File: config.mk
export PLATFORM = sky130hd
export DESIGN_NAME = mac48_to_short_address_table_top
export DESIGN_NICKNAME = d
export VERILOG_FILES = /design/src/hdl/mtsat_pkg.sv /design/src/hdl/mtsat_ram.sv /design/src/hdl/mtsat_scan.sv /design/src/hdl/mac48_to_short_address_table_top.sv
export SDC_FILE = /design/constraint.sdc
export NUM_CORES = 2
export LEC_CHECK = 0
export BUFFER_PORTS_ARGS = -buffer_cell sky130_fd_sc_hd__buf_2
export CAP_MARGIN = 10
export CELL_PAD_IN_SITES_DETAIL_PLACEMENT = 1
export CELL_PAD_IN_SITES_GLOBAL_PLACEMENT = 1
export CORE_MARGIN = 1.5
export CORE_UTILIZATION = 39
export DETAILED_ROUTE_END_ITERATION = 10
export PLACE_DENSITY_LB_ADDON = 0.12
export SLEW_MARGIN = 20
export SYNTH_ARGS = -nofsm -noshare
export SYNTH_HDL_FRONTEND = slang
export SYNTH_SLANG_ARGS = --single-unit
File: constraint.sdc
create_clock -name clock -period 18.3 [get_ports clock]
set_clock_uncertainty 0.15 [all_clocks]
set_input_delay 0 -clock clock [delete_from_list [all_inputs] [get_ports clock]]
set_output_delay 0 -clock clock [all_outputs]
set_load 0.05 [all_outputs]
File: src/hdl/mtsat_pkg.sv
// Shared types and constants of the MAC48 / short address translation table.
// No dependencies; imported by mtsat_scan, the top level and the checker.
package mtsat_pkg;

   localparam int MAC_W     = 48;
   localparam int SHORT_W   = 8;
   localparam int TYPE_W    = 2;
   localparam int PAIR_W    = MAC_W + SHORT_W;
   localparam int IDX_MAX_W = 8;   // table depth at most 256

   localparam logic [MAC_W-1:0]   BCAST_MAC   = {MAC_W{1'b1}};
   localparam logic [SHORT_W-1:0] BCAST_SHORT = {SHORT_W{1'b1}};

   // request kinds
   localparam logic [TYPE_W-1:0] REQ_FWD  = 2'd0;
   localparam logic [TYPE_W-1:0] REQ_REV  = 2'd1;
   localparam logic [TYPE_W-1:0] REQ_DEL  = 2'd2;
   localparam logic [TYPE_W-1:0] REQ_NONE = 2'd3;

   // response flag positions in rsp_tuser
   localparam int FLAG_NEW  = 0;
   localparam int FLAG_FULL = 1;
   localparam int FLAG_DEL  = 2;
   localparam int FLAG_W    = 3;

   // outcome of one sweep over the table
   typedef struct packed {
      logic                 hit;
      logic [IDX_MAX_W-1:0] hit_idx;
      logic [MAC_W-1:0]     hit_mac;
      logic [SHORT_W-1:0]   hit_short;
      logic                 free_found;
      logic [IDX_MAX_W-1:0] free_idx;
   } scan_status_type;

endpackage

File: src/hdl/mtsat_ram.sv
// Generic single-write, single-read synchronous RAM with registered read data.
// No dependencies.
module mtsat_ram #(
   parameter int WIDTH = 8,
   parameter int DEPTH = 16
) (
   input  logic                                         clock,
   input  logic                                         wr_en,
   input  logic [((DEPTH > 1) ? $clog2(DEPTH) : 1)-1:0] wr_addr,
   input  logic [WIDTH-1:0]                             wr_data,
   input  logic                                         rd_en,
   input  logic [((DEPTH > 1) ? $clog2(DEPTH) : 1)-1:0] rd_addr,
   output logic [WIDTH-1:0]                             rd_data
);
   logic [WIDTH-1:0] mem_ff [DEPTH];
   logic [WIDTH-1:0] rd_data_ff;

   always_ff @(posedge clock) begin
      if (wr_en) begin
         mem_ff[wr_addr] <= wr_data;
      end
      if (rd_en) begin
         rd_data_ff <= mem_ff[rd_addr];
      end
   end

   assign rd_data = rd_data_ff;
endmodule

File: src/hdl/mtsat_scan.sv
// Match and free-slot tracker fed by the table sweep, one entry per cycle.
// Depends on mtsat_pkg.
module mtsat_scan #(
   parameter int TABLE_DEPTH = 64
) (
   input  logic                                                     clock,
   input  logic                                                     reset,
   input  logic                                                     start,
   input  logic                                                     rd_pend,
   input  logic [((TABLE_DEPTH > 1) ? $clog2(TABLE_DEPTH) : 1)-1:0] rd_idx,
   input  logic [mtsat_pkg::MAC_W-1:0]                              rd_mac,
   input  logic [mtsat_pkg::SHORT_W-1:0]                            rd_short,
   input  logic                                                     rd_entry_valid,
   input  logic                                                     match_short,
   input  logic [mtsat_pkg::MAC_W-1:0]                              key_mac,
   input  logic [mtsat_pkg::SHORT_W-1:0]                            key_short,
   output mtsat_pkg::scan_status_type                               status
);
   import mtsat_pkg::*;

   scan_status_type status_ff;
   scan_status_type status_in;
   logic            key_eq;

   assign key_eq = match_short ? (rd_short == key_short) : (rd_mac == key_mac);

   always_comb begin
      status_in = status_ff;
      if (start) begin
         status_in.hit        = 1'b0;
         status_in.free_found = 1'b0;
      end else if (rd_pend) begin
         // lowest index wins for both the match and the free slot
         if (rd_entry_valid && key_eq && !status_ff.hit) begin
            status_in.hit       = 1'b1;
            status_in.hit_idx   = IDX_MAX_W'(rd_idx);
            status_in.hit_mac   = rd_mac;
            status_in.hit_short = rd_short;
         end
         if (!rd_entry_valid && !status_ff.free_found) begin
            status_in.free_found = 1'b1;
            status_in.free_idx   = IDX_MAX_W'(rd_idx);
         end
      end
   end

   always_ff @(posedge clock) begin
      if (reset) begin
         status_ff.hit        <= 1'b0;
         status_ff.free_found <= 1'b0;
      end else begin
         status_ff.hit        <= status_in.hit;
         status_ff.free_found <= status_in.free_found;
      end
      status_ff.hit_idx   <= status_in.hit_idx;
      status_ff.hit_mac   <= status_in.hit_mac;
      status_ff.hit_short <= status_in.hit_short;
      status_ff.free_idx  <= status_in.free_idx;
   end

   assign status = status_ff;
endmodule

File: src/hdl/mac48_to_short_address_table_top.sv
// Top level of the MAC48 / short address translation table.
// Depends on mtsat_pkg, mtsat_ram and mtsat_scan.
//
// Usage:
//   req channel: one request per handshake. req_tuser holds the request kind
//   (forward MAC to short, reverse short to MAC, remove MAC); req_tdata holds
//   the MAC and the short address. rsp channel: exactly one response per
//   request, in order. rsp_tdata holds the short and MAC results, rsp_tuser
//   the newly-allocated, table-full and entry-removed flags.
//   Pairs live in one RAM of TABLE_DEPTH entries; valid bits are flip-flops.
//   Each request that is not a broadcast or unused-kind request sweeps the
//   whole RAM through its single read port, one entry per cycle, then commits
//   at most one write; broadcast and unused-kind requests skip the sweep and
//   go straight to their commit. One request is in work at a time.
//   Reset clears all valid bits and both allocation counters at once; no
//   clearing pass is needed. When rsp_tready is low the finished response
//   waits in the output register; the block still accepts the next request
//   and holds its commit until the output register frees up.
module mac48_to_short_address_table_top #(
   parameter int TABLE_DEPTH = 64
) (
   input  logic        clock,
   input  logic        reset,
   input  logic        req_tvalid,
   output logic        req_tready,
   input  logic [55:0] req_tdata,   // [47:0] mac_addr, [55:48] short_addr
   input  logic [1:0]  req_tuser,   // [1:0] req_type
   output logic        rsp_tvalid,
   input  logic        rsp_tready,
   output logic [55:0] rsp_tdata,   // [7:0] short_result, [55:8] mac_result
   output logic [2:0]  rsp_tuser    // [0] newly_allocated, [1] table_full,
                                    // [2] entry_removed
);
   import mtsat_pkg::*;

   localparam int IDX_W = (TABLE_DEPTH > 1) ? $clog2(TABLE_DEPTH) : 1;
   localparam logic [IDX_W-1:0] LAST_IDX = IDX_W'(TABLE_DEPTH - 1);

   localparam logic [1:0] ST_IDLE   = 2'd0;
   localparam logic [1:0] ST_SCAN   = 2'd1;
   localparam logic [1:0] ST_DRAIN  = 2'd2;
   localparam logic [1:0] ST_FINISH = 2'd3;

   logic [1:0]             state_ff, state_in;
   logic [TYPE_W-1:0]      req_type_ff;
   logic [MAC_W-1:0]       key_mac_ff;
   logic [SHORT_W-1:0]     key_short_ff;
   logic [IDX_W-1:0]       addr_ff;
   logic                   rd_pend_ff;
   logic [IDX_W-1:0]       rd_idx_ff;
   logic [TABLE_DEPTH-1:0] entry_valid_ff;
   logic [SHORT_W-1:0]     next_short_ff, next_short_in;
   logic [MAC_W-1:0]       next_mac_ff, next_mac_in;
   logic                   rsp_valid_ff;
   logic [SHORT_W-1:0]     rsp_short_ff;
   logic [MAC_W-1:0]       rsp_mac_ff;
   logic [FLAG_W-1:0]      rsp_flags_ff;

   logic                   accept;
   logic                   bypass;
   logic                   commit;
   logic [MAC_W-1:0]       in_mac;
   logic [SHORT_W-1:0]     in_short;
   logic [PAIR_W-1:0]      rd_pair;
   scan_status_type        status;
   logic [IDX_W-1:0]       hit_idx;
   logic [IDX_W-1:0]       free_idx;
   logic [MAC_W-1:0]       mac_inc;
   logic [MAC_W-1:0]       mac_alloc;
   logic [SHORT_W-1:0]     short_after;

   logic                   wr_en;
   logic [PAIR_W-1:0]      wr_data;
   logic                   set_valid;
   logic                   clr_valid;
   logic [SHORT_W-1:0]     res_short;
   logic [MAC_W-1:0]       res_mac;
   logic [FLAG_W-1:0]      res_flags;

   assign in_mac   = req_tdata[MAC_W-1:0];
   assign in_short = req_tdata[PAIR_W-1:MAC_W];

   assign req_tready = (state_ff == ST_IDLE);
   assign accept     = req_tvalid && req_tready;
   assign commit     = (state_ff == ST_FINISH) && (!rsp_valid_ff || rsp_tready);

   // broadcast and unused requests need no table sweep
   assign bypass = ((req_tuser == REQ_FWD) && (in_mac == BCAST_MAC))
                || ((req_tuser == REQ_REV) && (in_short == BCAST_SHORT))
                || (req_tuser == REQ_NONE);

   always_comb begin
      state_in = state_ff;
      unique case (state_ff)
         ST_IDLE:   if (accept) state_in = bypass ? ST_FINISH : ST_SCAN;
         ST_SCAN:   if (addr_ff == LAST_IDX) state_in = ST_DRAIN;
         ST_DRAIN:  state_in = ST_FINISH;
         ST_FINISH: if (commit) state_in = ST_IDLE;
         default:   state_in = ST_IDLE;
      endcase
   end

   always_ff @(posedge clock) begin
      if (reset) begin
         state_ff   <= ST_IDLE;
         addr_ff    <= '0;
         rd_pend_ff <= 1'b0;
      end else begin
         state_ff   <= state_in;
         rd_pend_ff <= (state_ff == ST_SCAN);
         if (state_ff == ST_SCAN) begin
            addr_ff <= (addr_ff == LAST_IDX) ? '0 : addr_ff + 1'b1;
         end
      end
      rd_idx_ff <= addr_ff;
      if (accept) begin
         req_type_ff  <= req_tuser;
         key_mac_ff   <= in_mac;
         key_short_ff <= in_short;
      end
   end

   mtsat_ram #(
      .WIDTH (PAIR_W),
      .DEPTH (TABLE_DEPTH)
   ) u_pair_ram (
      .clock   (clock),
      .wr_en   (commit && wr_en),
      .wr_addr (free_idx),
      .wr_data (wr_data),
      .rd_en   (state_ff == ST_SCAN),
      .rd_addr (addr_ff),
      .rd_data (rd_pair)
   );

   mtsat_scan #(
      .TABLE_DEPTH (TABLE_DEPTH)
   ) u_scan (
      .clock          (clock),
      .reset          (reset),
      .start          (accept),
      .rd_pend        (rd_pend_ff),
      .rd_idx         (rd_idx_ff),
      .rd_mac         (rd_pair[PAIR_W-1:SHORT_W]),
      .rd_short       (rd_pair[SHORT_W-1:0]),
      .rd_entry_valid (entry_valid_ff[rd_idx_ff]),
      .match_short    (req_type_ff == REQ_REV),
      .key_mac        (key_mac_ff),
      .key_short      (key_short_ff),
      .status         (status)
   );

   assign hit_idx  = status.hit_idx[IDX_W-1:0];
   assign free_idx = status.free_idx[IDX_W-1:0];

   // allocation counters: short skips broadcast by wrapping at 254,
   // MAC advances first and folds broadcast to zero
   assign short_after = (next_short_ff == BCAST_SHORT - 1'b1) ? '0 : next_short_ff + 1'b1;
   assign mac_inc     = next_mac_ff + 1'b1;
   assign mac_alloc   = (mac_inc == BCAST_MAC) ? '0 : mac_inc;

   always_comb begin
      wr_en         = 1'b0;
      wr_data       = {key_mac_ff, next_short_ff};
      set_valid     = 1'b0;
      clr_valid     = 1'b0;
      res_short     = '0;
      res_mac       = '0;
      res_flags     = '0;
      next_short_in = next_short_ff;
      next_mac_in   = next_mac_ff;
      unique case (req_type_ff)
         REQ_FWD: begin
            priority if (key_mac_ff == BCAST_MAC) begin
               res_short = BCAST_SHORT;
            end else if (status.hit) begin
               res_short = status.hit_short;
            end else if (!status.free_found) begin
               res_flags[FLAG_FULL] = 1'b1;
            end else begin
               wr_en               = 1'b1;
               set_valid           = 1'b1;
               res_short           = next_short_ff;
               res_flags[FLAG_NEW] = 1'b1;
               next_short_in       = short_after;
            end
         end
         REQ_REV: begin
            priority if (key_short_ff == BCAST_SHORT) begin
               res_mac = BCAST_MAC;
            end else if (status.hit) begin
               res_mac = status.hit_mac;
            end else if (!status.free_found) begin
               res_flags[FLAG_FULL] = 1'b1;
            end else begin
               wr_en               = 1'b1;
               wr_data             = {mac_alloc, key_short_ff};
               set_valid           = 1'b1;
               res_mac             = mac_alloc;
               res_flags[FLAG_NEW] = 1'b1;
               next_mac_in         = mac_alloc;
            end
         end
         REQ_DEL: begin
            if (status.hit) begin
               clr_valid           = 1'b1;
               res_flags[FLAG_DEL] = 1'b1;
            end
         end
         default: begin
         end
      endcase
   end

   always_ff @(posedge clock) begin
      if (reset) begin
         entry_valid_ff <= '0;
         next_short_ff  <= '0;
         next_mac_ff    <= '0;
         rsp_valid_ff   <= 1'b0;
      end else begin
         if (commit) begin
            next_short_ff <= next_short_in;
            next_mac_ff   <= next_mac_in;
            if (set_valid) entry_valid_ff[free_idx] <= 1'b1;
            if (clr_valid) entry_valid_ff[hit_idx]  <= 1'b0;
            rsp_valid_ff <= 1'b1;
         end else if (rsp_tready) begin
            rsp_valid_ff <= 1'b0;
         end
      end
      if (commit) begin
         rsp_short_ff <= res_short;
         rsp_mac_ff   <= res_mac;
         rsp_flags_ff <= res_flags;
      end
   end

   assign rsp_tvalid = rsp_valid_ff;
   assign rsp_tdata  = {rsp_mac_ff, rsp_short_ff};
   assign rsp_tuser  = rsp_flags_ff;
endmodule

==> results.sh <==
export IMPL_status="complete, but fails checks"
export IMPL_violations="design-rule violations"
export IMPL_irDropWorstVdd_mv=0.09354
export IMPL_yosys_warnings=0
export IMPL_wl_um=517000
export IMPL_netlist_area_um2=152500
export IMPL_ys_top_cells_by_area="edfxtp_1 (75%), mux4_2 (18%), dfxtp_1 (1.8%)"
export IMPL_power_per_cell_area_nw_per_um2=126.1
export IMPL_drt_iter0_drc=9610
export IMPL_crit_top_cell="buf_4"
export IMPL_layout_drive_gt1_share_pct=31.71
export IMPL_critical_path_arrival_ps=6850
export IMPL_timing_rr_start="key_mac_ff[18]$_DFFE_PP_"
export IMPL_ctsHoldBuffers=124
export IMPL_period_share_pct=34.98
export IMPL_tightest_slew_ps=1130
export IMPL_die_x_um=628.2
export IMPL_setup_viol=0
export IMPL_vias=77190
export IMPL_ys_flop_type="edfxtp_1"
export IMPL_core_area_um2=389100
export IMPL_path_clk_slew_ps=70
export IMPL_synth_top_area_share_pct=75.34
export IMPL_clock_sinks=3963
export IMPL_worstReg2RegEnd="u_pair_ram.mem_ff[37][20]$_DFFE_PP_"
export IMPL_path_class="flop to flop"
export IMPL_fin_crit_ps=6401
export IMPL_place_hpwl_um=291200
export IMPL_synth_edf_count=3825
export IMPL_netlist_cell_type_count=60
export IMPL_wl_per_cell_um=40.57
export IMPL_gp_congestion=0.8762
export IMPL_dieHeight_um=628.2
export IMPL_yosysSeqAreaShare_pct=77.15
export IMPL_slew_viol_final=0
export IMPL_final_cell_mix="edfxtp_1 (3825), mux4_2 (1197), clkbuf_16 (429)"
export IMPL_cts_made_buffers=427
export IMPL_start_util_pct=39.18
export IMPL_overflow=0
export IMPL_yosysTopAreaCell="edfxtp_1"
export IMPL_vias_per_cell=6.057
export IMPL_critPathCapture="u_pair_ram.mem_ff[37][20]$_DFFE_PP_"
export IMPL_drt_first_pass_iters=10
export IMPL_cts_root_buf="clkbuf_16"
export IMPL_route_detailed_drc=15
export IMPL_cts_repair_resized=0
export IMPL_antenna_found_initial=34
export IMPL_grt_pass1_wl_um=700800
export IMPL_synth_cells=6575
export IMPL_leakage_nw=53.66
export IMPL_clk_latency_ps=1020
export IMPL_hold_path_class="input pin to flop"
export IMPL_cts_tree="yes"
export IMPL_cts_max_level=5
export IMPL_grt_max_degree=138
export IMPL_reg2reg_slack_ps=11900
export IMPL_die_area_um2=394700
export IMPL_cts_buffer_depth=4
export IMPL_place_area_um2=161800
export IMPL_critical_path_max_stage_delay_ps=860
export IMPL_critPathMaxFanout=26
export IMPL_critPathRequiredTime_ps=18750
export IMPL_layout_commonest_cell="edfxtp_1"
export IMPL_fin_nets=7230
export IMPL_design_area_um2=176900
export IMPL_r2r_cells=9
export IMPL_drv_cap=0
export IMPL_syn_num_nets=6646
export IMPL_io_pins=123
export IMPL_avgSynthCellArea_um2=23.19
export IMPL_max_freq_mhz=156.2
export IMPL_grt_usage_pct=25.98
export IMPL_slew_headroom_pct=24.69
export IMPL_post_cts_buffers=0
export IMPL_crit_slowest_cell="or4_1"
export IMPL_async_flop_share_pct=0
export IMPL_end_kind="flop"
export IMPL_syn2layout_area_growth_pct=16.04
export IMPL_postRouteAntennaNets=0
export IMPL_rsz0062_at_grt="no"
export IMPL_tns_ps=0
export IMPL_place_port_buffers=122
export IMPL_row_count=229
export IMPL_grt_pass1_vias=78670
export IMPL_cp_startpoint="key_mac_ff[18]$_DFFE_PP_"
export IMPL_startpoint_type="flop"
export IMPL_ys_ff_latch=3963
export IMPL_hold_violations=0
export IMPL_worstPathCellList="nand4_1 > nor4_1 > nand3_1 > o21ai_0 > or4b_2 > or4_1 > nor2_4 > buf_4 > buf_4"
## synth_stat cells (6+ instances only)
| cell | count |
|---|---|
| a21oi_1 | 103 |
| a22oi_1 | 8 |
| a31oi_1 | 35 |
| and2_1 | 6 |
| and3_1 | 11 |
| and4_1 | 10 |
| buf_1 | 92 |
| buf_2 | 14 |
| buf_6 | 7 |
| clkbuf_1 | 280 |
| dfxtp_1 | 138 |
| edfxtp_1 | 3825 |
| ha_1 | 9 |
| inv_1 | 22 |
| mux2_2 | 9 |
| mux4_2 | 1197 |
| nand2_1 | 116 |
| nand3_1 | 50 |
| nand4_1 | 65 |
| nor2_1 | 112 |
| nor2b_1 | 7 |
| nor3_1 | 29 |
| nor3b_1 | 6 |
| nor4_1 | 34 |
| o21a_1 | 64 |
| o21ai_0 | 8 |
| o21ai_1 | 9 |
| o31ai_1 | 75 |
| o32ai_1 | 48 |
| o41ai_1 | 11 |
| or2_2 | 9 |
| or3_1 | 10 |
| or4_1 | 11 |
| xnor2_1 | 56 |
| xor2_1 | 49 |
## layer usage
layer / vias to the layer above / part of all wire [%] / global-route usage [%]
li1: 29560 / - / -
met1: 43790 / 41 / 35.78
met2: 3169 / 49 / 42.94
met3: 673 / 6.1 / 3.125
met4: 2 / 3.8 / 9.157
met5: - / 0.0015 / 0
## flip-flops by register name (all words and copies together), names as in the netlist, 2 cells and up
signal / count
addr_ff: 6
entry_valid_ff: 64
key_mac_ff: 48
key_short_ff: 8
next_mac_ff: 48
next_short_ff: 8
rd_idx_ff: 6
req_type_ff: 2
rsp_mac_ff: 48
rsp_short_ff: 8
rsp_tuser: 3
state_ff: 2
u_pair_ram.mem_ff: 3584
u_pair_ram.rd_data: 56
u_scan.status: 70
## critical path: cells and delay by family (launching register included)
kind	cells	cell delay (ps)
simple gates	6	3530
buf+inv	2	1310
flops	1	490
compound gates	1	400
## cell type report
type | count | area [µm²]
inverter | 24 | 92.59
multi-input combinational | 2194 | 34460
clock buffer | 530 | 11170
fill | 34960 | 212200
clock inverter | 262 | 2610
sequential | 3963 | 117700
antenna | 26 | 65.06
tap | 5197 | 6502
timing repair buffer | 549 | 4357
## worst min-delay path by stage
stage / depth (start not counted) / start / to
2_1_floorplan: 0 / req_tdata[0] / key_mac_ff[0]$_DFFE_PP_
3_3_place_gp: 1 / req_tdata[50] / key_short_ff[2]$_DFFE_PP_
3_5_place_dp: 1 / req_tdata[48] / key_short_ff[0]$_DFFE_PP_
4_1_cts: 3 / reset / next_mac_ff[2]$_SDFFE_PP0P_
5_1_grt: 3 / reset / next_mac_ff[2]$_SDFFE_PP0P_
6_report: 3 / reset / next_mac_ff[2]$_SDFFE_PP0P_
## power breakdown
part           switching (mW)  internal [mW]  leakage, nW
Sequential              0.206           10.5         36.3
Combinational            1.78           1.28         10.6
Clock                    3.69           4.88         6.73
## logic make-up after synthesis
| group | synth area share (%) |
|---|---|
| mux | 17.75 |
| flops | 77.15 |
| simple gates | 1.629 |
| xor+xnor | 0.6032 |
| compound gates | 1.714 |
| buf+inv | 1.078 |
| fa+ha+maj | 0.07386 |
## through the flow
step / power, mW / setup slack, ps / hold WS [ps] / utilization (%) / instances
after floorplan: 12.80 / 11910 / -51.13 / - / 6575
after global placement: 13.89 / 11810 / 60.27 / 41.52 / 11790
after detailed placement: 13.94 / 11800 / 59.69 / 41.58 / 11800
after CTS: 22.51 / 11790 / 63.88 / 45.44 / 12720
after global routing: 22.94 / 11490 / 122.2 / 45.46 / 12730
final: 22.31 / 11900 / 149.1 / 45.47 / 12750
Power figures use the tool's default switching activity.
